<file path="config.mk">
export PLATFORM = sky130hd
export DESIGN_NAME = ring_deque_with_match_dump
export DESIGN_NICKNAME = d
export VERILOG_FILES = /design/src/hw/rtl/rdq_pkg.sv /design/src/hw/rtl/ring_deque_with_match_dump.sv /design/src/hw/rtl/rdq_cell.sv /design/src/hw/rtl/rdq_chain.sv
export VERILOG_INCLUDE_DIRS = /design/src /design/src/hw/rtl
export SDC_FILE = /design/constraint.sdc
export NUM_CORES = 2
export LEC_CHECK = 0
export BUFFER_PORTS_ARGS = -buffer_cell sky130_fd_sc_hd__buf_2
export CORE_MARGIN = 3
export CORE_UTILIZATION = 58
export DETAILED_ROUTE_END_ITERATION = 10
export PLACE_DENSITY = 0.78
export SYNTH_ARGS = -nofsm -noshare
export SYNTH_HDL_FRONTEND = slang
export SYNTH_SLANG_ARGS = --single-unit
</file>
<file path="constraint.sdc">
create_clock -name clk -period 5.7 [get_ports clk]
set_input_delay 0.285 -clock clk [delete_from_list [all_inputs] [get_ports clk]]
set_output_delay 0.285 -clock clk [all_outputs]
set_load 0.005 [all_outputs]
</file>
<file path="src/hw/rtl/ring_deque_with_match_dump_assert.svh">
// assertion macros for the ring deque
`ifndef RING_DEQUE_WITH_MATCH_DUMP_ASSERT_SVH
`define RING_DEQUE_WITH_MATCH_DUMP_ASSERT_SVH

// same-cycle implication, checked out of reset
`define RDQ_ASSERT_IMPL(lbl, ante, cons) \
  lbl: assert property (@(posedge clk) disable iff (!rst_n) (ante) |-> (cons)) \
    else $error("rdq assertion failed");

// next-cycle implication, checked out of reset
`define RDQ_ASSERT_NEXT(lbl, ante, cons) \
  lbl: assert property (@(posedge clk) disable iff (!rst_n) (ante) |=> (cons)) \
    else $error("rdq assertion failed");

`endif

</file>
<file path="src/hw/rtl/rdq_pkg.sv">
// shared constants and types for the ring deque
package rdq_pkg;

  localparam int DEPTH     = 16;
  localparam int WORD_BITS = 32;
  localparam int IDX_W     = $clog2(DEPTH);
  localparam int CNT_W     = $clog2(DEPTH + 1);

  localparam logic [2:0] ACT_PUSH_FRONT = 3'd0;
  localparam logic [2:0] ACT_PUSH_BACK  = 3'd1;
  localparam logic [2:0] ACT_DUMP_FWD   = 3'd2;
  localparam logic [2:0] ACT_DUMP_BWD   = 3'd3;
  localparam logic [2:0] ACT_MATCH_FWD  = 3'd4;
  localparam logic [2:0] ACT_MATCH_BWD  = 3'd5;

  localparam logic [1:0] ST_OK       = 2'd0;
  localparam logic [1:0] ST_EMPTY    = 2'd1;
  localparam logic [1:0] ST_NOTFOUND = 2'd2;
  localparam logic [1:0] ST_FULL     = 2'd3;

  localparam logic [1:0] OP_HOLD = 2'd0;
  localparam logic [1:0] OP_SHR  = 2'd1;
  localparam logic [1:0] OP_SHL  = 2'd2;
  localparam logic [1:0] OP_LOAD = 2'd3;

  typedef logic [WORD_BITS-1:0] word_t;

  typedef struct packed {
    logic [1:0] op;
    logic       from_in;
    word_t      ld_d;
  } cell_ctl_t;

endpackage

</file>
<file path="src/hw/rtl/ring_deque_with_match_dump.sv">
// ring deque with full and match-anchored dumps, top level
//
// Items enter on start when busy is low. The live words sit in a row of cells
// in front-to-back order; dumps and searches rotate that row one place per
// cycle and every result is taken from the front cell. A push to the front
// shifts the row right and a push to the back loads the tail cell; a forward
// dump reads the words front first, a backward dump first turns the back word
// to the front, and a match dump rotates until the key is in front, then dumps
// every live word from the hit on and rotates the row back into order (a miss
// ends in a not-found status). Each result is on the out_ ports for exactly
// one cycle, marked by out_valid, registered in the cycle after the step that
// produced it; the receiver cannot stall and must take every item.
`include "ring_deque_with_match_dump_assert.svh"

module ring_deque_with_match_dump (
  input  logic               clk,
  input  logic               rst_n,
  input  logic               start,
  output logic               busy,
  input  logic [2:0]         in_action,
  input  logic signed [31:0] in_value,
  output logic               out_valid,
  output logic signed [31:0] out_element,
  output logic [1:0]         out_status,
  output logic               out_last
);
  import rdq_pkg::*;

  localparam logic [1:0] S_IDLE = 2'd0;
  localparam logic [1:0] S_SRCH = 2'd1;
  localparam logic [1:0] S_DUMP = 2'd2;
  localparam logic [1:0] S_REST = 2'd3;

  logic [1:0]       state_r, state_nxt;
  logic [CNT_W-1:0] cnt_r, cnt_nxt;
  logic [IDX_W-1:0] rot_r, rot_nxt;
  logic [CNT_W-1:0] rem_r, rem_nxt;
  logic             bwd_r, bwd_nxt;
  word_t            key_r, key_nxt;

  logic               ov_r, ov_nxt;
  logic signed [31:0] oe_r, oe_nxt;
  logic [1:0]         os_r, os_nxt;
  logic               ol_r, ol_nxt;

  cell_ctl_t        ctl;
  logic [IDX_W-1:0] wr_idx;
  word_t            head_q;
  logic             accept;
  logic [IDX_W-1:0] rot_inc, rot_dec;

  assign busy   = (state_r != S_IDLE);
  assign accept = start && !busy;
  assign wr_idx = cnt_r[IDX_W-1:0];

  assign rot_inc = ((CNT_W'(rot_r) + CNT_W'(1)) == cnt_r) ? '0 : rot_r + IDX_W'(1);
  assign rot_dec = (rot_r == '0) ? IDX_W'(cnt_r - CNT_W'(1)) : rot_r - IDX_W'(1);

  rdq_chain u_chain (
    .clk    (clk),
    .ctl    (ctl),
    .cnt    (cnt_r),
    .wr_idx (wr_idx),
    .head_q (head_q)
  );

  always_comb begin
    state_nxt   = state_r;
    cnt_nxt     = cnt_r;
    rot_nxt     = rot_r;
    rem_nxt     = rem_r;
    bwd_nxt     = bwd_r;
    key_nxt     = key_r;
    ov_nxt      = 1'b0;
    oe_nxt      = '0;
    os_nxt      = ST_OK;
    ol_nxt      = 1'b0;
    ctl.op      = OP_HOLD;
    ctl.from_in = 1'b0;
    ctl.ld_d    = WORD_BITS'(in_value);

    case (state_r)
      S_IDLE: begin
        if (accept) begin
          if (in_action == ACT_PUSH_FRONT || in_action == ACT_PUSH_BACK) begin
            if (cnt_r == CNT_W'(DEPTH)) begin
              ov_nxt = 1'b1;
              os_nxt = ST_FULL;
              ol_nxt = 1'b1;
            end else begin
              cnt_nxt = cnt_r + CNT_W'(1);
              if (in_action == ACT_PUSH_FRONT) begin
                ctl.op      = OP_SHR;
                ctl.from_in = 1'b1;
              end else begin
                ctl.op = OP_LOAD;
              end
            end
          end else if (in_action == ACT_DUMP_FWD || in_action == ACT_DUMP_BWD ||
                       in_action == ACT_MATCH_FWD || in_action == ACT_MATCH_BWD) begin
            if (cnt_r == '0) begin
              ov_nxt = 1'b1;
              os_nxt = ST_EMPTY;
              ol_nxt = 1'b1;
            end else begin
              rem_nxt = cnt_r;
              rot_nxt = '0;
              key_nxt = WORD_BITS'(in_value);
              bwd_nxt = (in_action == ACT_DUMP_BWD) || (in_action == ACT_MATCH_BWD);
              case (in_action)
                ACT_DUMP_FWD: state_nxt = S_DUMP;
                ACT_DUMP_BWD: begin
                  ctl.op    = OP_SHR;
                  rot_nxt   = IDX_W'(cnt_r - CNT_W'(1));
                  state_nxt = S_DUMP;
                end
                default: state_nxt = S_SRCH;
              endcase
            end
          end
        end
      end
      S_SRCH: begin
        if (head_q == key_r) begin
          rem_nxt   = cnt_r;
          state_nxt = S_DUMP;
        end else begin
          ctl.op  = OP_SHL;
          rot_nxt = rot_inc;
          rem_nxt = rem_r - CNT_W'(1);
          if (rem_r == CNT_W'(1)) begin
            ov_nxt    = 1'b1;
            os_nxt    = ST_NOTFOUND;
            ol_nxt    = 1'b1;
            state_nxt = S_IDLE;
          end
        end
      end
      S_DUMP: begin
        ov_nxt  = 1'b1;
        oe_nxt  = signed'(32'(head_q));
        os_nxt  = ST_OK;
        ol_nxt  = (rem_r == CNT_W'(1));
        ctl.op  = bwd_r ? OP_SHR : OP_SHL;
        rot_nxt = bwd_r ? rot_dec : rot_inc;
        rem_nxt = rem_r - CNT_W'(1);
        if (rem_r == CNT_W'(1)) begin
          state_nxt = (rot_nxt == '0) ? S_IDLE : S_REST;
        end
      end
      S_REST: begin
        ctl.op  = OP_SHL;
        rot_nxt = rot_inc;
        if (rot_inc == '0) begin
          state_nxt = S_IDLE;
        end
      end
      default: state_nxt = S_IDLE;
    endcase
  end

  always_ff @(posedge clk) begin
    if (!rst_n) begin
      state_r <= S_IDLE;
      cnt_r   <= '0;
      rot_r   <= '0;
      rem_r   <= '0;
      bwd_r   <= 1'b0;
      ov_r    <= 1'b0;
    end else begin
      state_r <= state_nxt;
      cnt_r   <= cnt_nxt;
      rot_r   <= rot_nxt;
      rem_r   <= rem_nxt;
      bwd_r   <= bwd_nxt;
      ov_r    <= ov_nxt;
    end
  end

  always_ff @(posedge clk) begin
    key_r <= key_nxt;
    oe_r  <= oe_nxt;
    os_r  <= os_nxt;
    ol_r  <= ol_nxt;
  end

  assign out_valid   = ov_r;
  assign out_element = oe_r;
  assign out_status  = os_r;
  assign out_last    = ol_r;

  `RDQ_ASSERT_IMPL(a_cnt_range, 1'b1, cnt_r <= CNT_W'(DEPTH))
  `RDQ_ASSERT_IMPL(a_busy_nonempty, state_r != S_IDLE, cnt_r != '0)
  `RDQ_ASSERT_IMPL(a_status_last, out_valid && out_status != ST_OK, out_last)
  `RDQ_ASSERT_NEXT(a_push_count,
    accept && (in_action == ACT_PUSH_BACK) && (cnt_r != CNT_W'(DEPTH)),
    cnt_r == $past(cnt_r) + CNT_W'(1))

endmodule

</file>
<file path="src/hw/rtl/rdq_cell.sv">
// one storage cell of the deque chain
module rdq_cell (
  input  logic              clk,
  input  rdq_pkg::cell_ctl_t ctl,
  input  rdq_pkg::word_t    left_d,
  input  rdq_pkg::word_t    right_d,
  input  rdq_pkg::word_t    head_d,
  input  logic              is_tail,
  input  logic              ld_en,
  output rdq_pkg::word_t    data_q
);
  import rdq_pkg::*;

  word_t data_r;
  word_t data_nxt;

  always_comb begin
    case (ctl.op)
      OP_HOLD: data_nxt = data_r;
      OP_SHR:  data_nxt = left_d;
      OP_SHL:  data_nxt = is_tail ? head_d : right_d;
      OP_LOAD: data_nxt = ld_en ? ctl.ld_d : data_r;
      default: data_nxt = data_r;
    endcase
  end

  always_ff @(posedge clk) begin
    data_r <= data_nxt;
  end

  assign data_q = data_r;

endmodule

</file>
<file path="src/hw/rtl/rdq_chain.sv">
// row of cells holding the live window in front-to-back order
module rdq_chain (
  input  logic                      clk,
  input  rdq_pkg::cell_ctl_t        ctl,
  input  logic [rdq_pkg::CNT_W-1:0] cnt,
  input  logic [rdq_pkg::IDX_W-1:0] wr_idx,
  output rdq_pkg::word_t            head_q
);
  import rdq_pkg::*;

  word_t             data_q [DEPTH];
  logic [IDX_W-1:0]  tail_idx;
  word_t             tail_d;
  word_t             first_left;

  assign tail_idx   = IDX_W'(cnt - CNT_W'(1));
  assign tail_d     = data_q[tail_idx];
  assign first_left = ctl.from_in ? ctl.ld_d : tail_d;
  assign head_q     = data_q[0];

  genvar i;
  generate
    for (i = 0; i < DEPTH; i++) begin : g_cell
      rdq_cell u_cell (
        .clk     (clk),
        .ctl     (ctl),
        .left_d  ((i == 0) ? first_left : data_q[(i + DEPTH - 1) % DEPTH]),
        .right_d (data_q[(i + 1) % DEPTH]),
        .head_d  (data_q[0]),
        .is_tail (tail_idx == IDX_W'(i)),
        .ld_en   (wr_idx == IDX_W'(i)),
        .data_q  (data_q[i])
      );
    end
  endgenerate

endmodule
</file>
Word-level counts from Yosys, hierarchy flattened
Cells that the tools add are included.
Storage, ports and cells
  flip-flop bits (word level): 597
  bits of input ports: 38
  output and inout port bits: 37
  logic and storage cells: 255
Cells by class
  add/sub/neg operators: 6
  order comparisons: 1
  eq/ne operators: 69
  multiplexer cells: 108
  bitwise gates (word level): 5
  reductions and logical operators: 40
Operators with widths (number)
  $pmux W32 S3: 16
  $mux W32: 34
  $bmux W32 S4: 1
  $eq A4 B4 Y1 const B: 15
  $ne A2 B2 Y1 const B: 24
  $mux W2: 19
  $mux W4: 9
  $eq A32 B32 Y1: 1
  $eq A4 B3 Y1 const B: 8
  $reduce_and A2 Y1: 15
  $mux W5: 5
  $logic_not A4 Y1: 5
  $eq A4 B2 Y1 const B: 4
  $pmux W2 S4: 2
  $pmux W4 S4: 1
  $mux W1: 15
  $pmux W5 S3: 1
  $reduce_and A5 Y1: 3
  $eq A2 B2 Y1 const B: 4
  $eq A4 B1 Y1 const B: 2
  $sub A4 B1 Y4 const B: 2
  $reduce_and A7 Y1: 1
  $eq A3 B2 Y1 const B: 2
  $eq A3 B3 Y1 const B: 2
  27 further kinds: 38

Longest topological paths before layout
  depth after elaboration: 11
  depth in mapped cells: 14
  depth with buffers taken out: 8

Hierarchy
A second synthesis with hierarchy kept.
Second synthesis, totals
  cell total of the unflattened synthesis: 3692
  area total of the unflattened synthesis: 44401.3 µm²
By module, submodules not included
  rdq_cell: times used 16, cells each 182, area an instance 2249.7 µm², sequential area each 960.9 µm²
  rdq_chain: times used 1, cells each 427, area an instance 4581.9 µm², sequential area each 0.0 µm²
  ring_deque_with_match_dump: times used 1, cells each 353, area an instance 3824.9 µm², sequential area each 2021.9 µm²

Worst setup path before layout
OpenSTA, ideal clock, no wires.
  path type: register to register
  start point: register cnt_r[0]
  end point: register with a tool-made name
  library setup time: 472 ps
  arrival: 5063 ps
  required time: 5228 ps
  setup slack: 165 ps
  stages on the path, launching flop included: 13
  path buffers: 6
  period minus slack after synthesis: 5535 ps
  path through: dfxtp_1 buf_2 clkbuf_1 inv_1 clkbuf_1 ha_1 nor3b_2 a31oi_1 a21oi_4 buf_6 buf_2 buf_1 o32ai_1
RTL lines
  start: declaration: RTL line ring_deque_with_match_dump.sv:35  | logic [CNT_W-1:0] cnt_r, cnt_nxt;
  start signal: assignment: RTL line ring_deque_with_match_dump.sv:172  | cnt_r <= cnt_nxt;

Worst setup path in the final report
  start point: register cnt_r[0]
  end point: register u_chain.g_cell[12].u_cell.data_r[22], data pin
Between the ends
  cells in the longest elaborated chain, start to end: 8
  elaborated cells between the ends (all ways): 15
  those cells by class: add/sub: 1; eq/ne: 5; mux: 8; reduce/logical: 1
Ends and longest elaborated chain
  $logic_not A5 Y1: RTL line ring_deque_with_match_dump.sv:101  | if (cnt_r == '0) begin
  $mux W1: RTL line ring_deque_with_match_dump.sv:101
  $mux W1: RTL line ring_deque_with_match_dump.sv:99  | end else if (in_action == ACT_DUMP_FWD || in_action == ACT_DUMP_BWD ||
  $mux W2: RTL line ring_deque_with_match_dump.sv:85  | if (in_action == ACT_PUSH_FRONT || in_action == ACT_PUSH_BACK) begin
  $mux W3: RTL line ring_deque_with_match_dump.sv:84  | if (accept) begin
  $pmux W2 S4: RTL line ring_deque_with_match_dump.sv:82  | case (state_r)
  $eq A2 B2 Y1 or $eq A2 B1 Y1 (tied branches): RTL line rdq_cell.sv:18  | case (ctl.op)
  $pmux W32 S3 *: RTL line rdq_cell.sv:18
  net u_chain.g_cell[12].u_cell.data_nxt[22]: RTL line rdq_cell.sv:15  | word_t data_nxt;
  end signal: assignment: RTL line rdq_cell.sv:28  | data_r <= data_nxt;
  end: declaration: RTL line rdq_cell.sv:14  | word_t data_r;
Mark *: on every way through the listed nets, which the timed path passes. The rest lies on a longest branch.
A chain may end at the register's enable or synchronous reset.

==> results.cfg <==
[layout]
final_nets = 3604
fillers = 4796
multi_input_comb_area_um2 = 19400
stdcell_count = 4456
seq_area_um2 = 17400
area_growth_pct = 9.10
layout-drive-gt1-share_pct = 22.5
stdcell_area_um2 = 41900
finish.utilization_pct = 64.5

[setup_path]
cp_max_fo = 34
rr_endpoint = u_chain.g_cell[12].u_cell.data_q[22]$_DFFE_PP_
rr_startpoint = cnt_r[0]$_SDFFE_PN0P_
start_kind = flop
critPathCaptureType = flop
critical_path_class = flop to flop
worstPathRequired_ps = 6220
reg2regPathDepth = 10
reg2reg_slack_ps = 1060
critPathLaunch = cnt_r[0]$_SDFFE_PN0P_
arrival_ps = 5160

[timing]
fin_ws_ps = 1060
fin_tns_setup_ps = 0
timing.hold.ws_ps = 23.0
finalHoldViolations = 0
setup_viol = 0
fin_skew_ps = 30.1
min_period_over_period_pct = 81.5
rsz0062_at_grt = false
drv_slew = 0
max_freq_ghz = 0.215
tightest_slew_ps = 1310
relSlewSlack_pct = 12.9
period_needed_ps = 4640

[pwr]
p_leak_nw = 15.0
powerDensity_nw_per_um2 = 572
p_total_mw = 24.0
ir_drop_mv = 0.491

[die]
dieArea_um2 = 69400
num_rows = 93
io_pins = 75
fp.coreArea_um2 = 65000
dieHeight_um = 263
start_util_pct = 59.1
die_x_um = 263

[synthesis]
syn-cell-area_um2 = 38400
ys_top_cells_by_count = nand2_1 (921), edfxtp_1 (544), a31oi_1 (456)
synth.ff_latch_count = 597
synth_most_common_cell = nand2_1
ys_types = 77
synth_area_leader_cell = edfxtp_1
synth_edf_count = 544
async_flop_share_pct = 0
synth_flop_cell = edfxtp_1
syn_avg_cell_area_um2 = 10.4
ys_warn_count = 0
synth_top_cell_area_share_pct = 42.5
yosysSeqAreaShare_pct = 45.3
netlist_top_cells_area = edfxtp_1 (43%), nand2_1 (9.0%), mux2_4 (8.2%)
syn_nets = 3747
synthCells = 3692

[placed_design]
place_area_um2 = 39300
dp.cells = 4300
post-place-ws_ps = 1430
dpl.hpwl_mm = 76.5
port_buffers = 74
gp_congestion = 0.900

[clock_network]
cts_tree = done
cts.clk_slew.worst_paths_ps = 70
cts_setup_buffers = 0
cts_root_buf = clkbuf_16
cts_resized = 0
cts_buffer_depth = 3
htreeDepth = 3
cts_buffers = 69
clkLatencyLatePin_ps = 650
cts_sinks = 597
ctsHoldBuffers = 33

[outcome]
outcome = complete, no violations

[worst_hold_path]
hold_path_depth = 4
hp-start = in_action[0]
holdPathEnd = bwd_r$_SDFFE_PN0P_
hold_class = primary input to flop

[detailed_routing]
first_pass_iters = 10
ant_nets = 0
vias = 33200
drt_wl_total_mm = 137
vias_per_cell = 7.44
avgRoutedWirePerCell_um = 30.7
route.detailed.drc = 0
drt_iter0_markers = 6090

[global_routing]
grt_antenna_before_repair = 2
grt_max_degree = 129
grt_usage_pct = 37.9
grt_pass1_wl_mm = 201
first_global_vias = 31800
gr-total-overflow = 0

[run]
maxCapViolations = 0
-- logic make-up after synthesis --
kind of cell,Yosys count,share of synthesized area [%]
AND/OR/NAND/NOR,1292,14.4
AO/OA/AOI/OAI,737,12.6
flip-flops,597,45.3
multiplexers,546,20.9
buffers and inverters,457,5.29
XOR/XNOR,46,1.05
adder cells (fa/ha/maj),17,0.554
-- state kept, by name (all words and copies together) (netlist names), 2 cells and up, named ones only --
name	count
cnt_r	5
key_r	32
out_element	32
out_status	2
rem_r	5
rot_r	4
state_r	2
u_chain.g_cell.u_cell.data_q	480
-- routing by layer --
metal  part of all wire [%]  global-route usage [%]  up-vias
li1                       -                       -    13400
met5                 0.0088                    1.39        -
met4                    6.8                    22.2        2
met2                     42                    54.2     3405
met3                     17                    14.0      713
met1                     34                    49.3    15700
-- power by group --
group | internal, mW | switching, mW | leakage (nW)
Sequential | 7.41 | 1.64 | 5.50
Combinational | 4.62 | 5.73 | 8.38
Clock | 2.63 | 1.97 | 1.09
-- area by class of cell --
type / instances / area share [%]
clock inverters: 34 / 0.952
flip-flops and latches: 597 / 41.5
multi-input cells: 2638 / 46.4
inverters: 54 / 0.483
well taps: 855 / 2.55
repair buffers: 189 / 3.74
diodes: 1 / 0.00597
clock buffers: 88 / 4.41
-- critical path, cell delays in order (launching register included) --
cell and delay [ps]:
dfxtp_4 360, inv_2 80, buf_4 640, ha_1 430, xor2_4 790, buf_4 390
and3_2 940, buf_4 380, nand2_1 80, a31oi_1 220, mux2_4 180
-- how the worst max path moves through the flow --
stage / to / depth (start not counted)
detailed placement: u_chain.g_cell[10].u_cell.data_q[16]$_DFFE_PP_ / 11
floorplan: flop / 12
CTS: u_chain.g_cell[5].u_cell.data_q[3]$_DFFE_PP_ / 7
global placement: u_chain.g_cell[6].u_cell.data_q[2]$_DFFE_PP_ / 11
global route: u_chain.g_cell[5].u_cell.data_q[3]$_DFFE_PP_ / 10
finish: u_chain.g_cell[12].u_cell.data_q[22]$_DFFE_PP_ / 10
-- cell usage in the layout (no fill, tap or decap), drive strengths merged, types with 88 or more instances in the layout --
cell | netlist | layout
nand2 | 921 | 921
edfxtp | 544 | 544
mux2 | 448 | 448
buf | 125 | 156
nor2 | 112 | 112
nand3 | 89 | 89
a21oi | 99 | 99
a31oi | 456 | 456
mux4 | 96 | 96
clkbuf | 278 | 88
(Power assumes the default switching activity.)
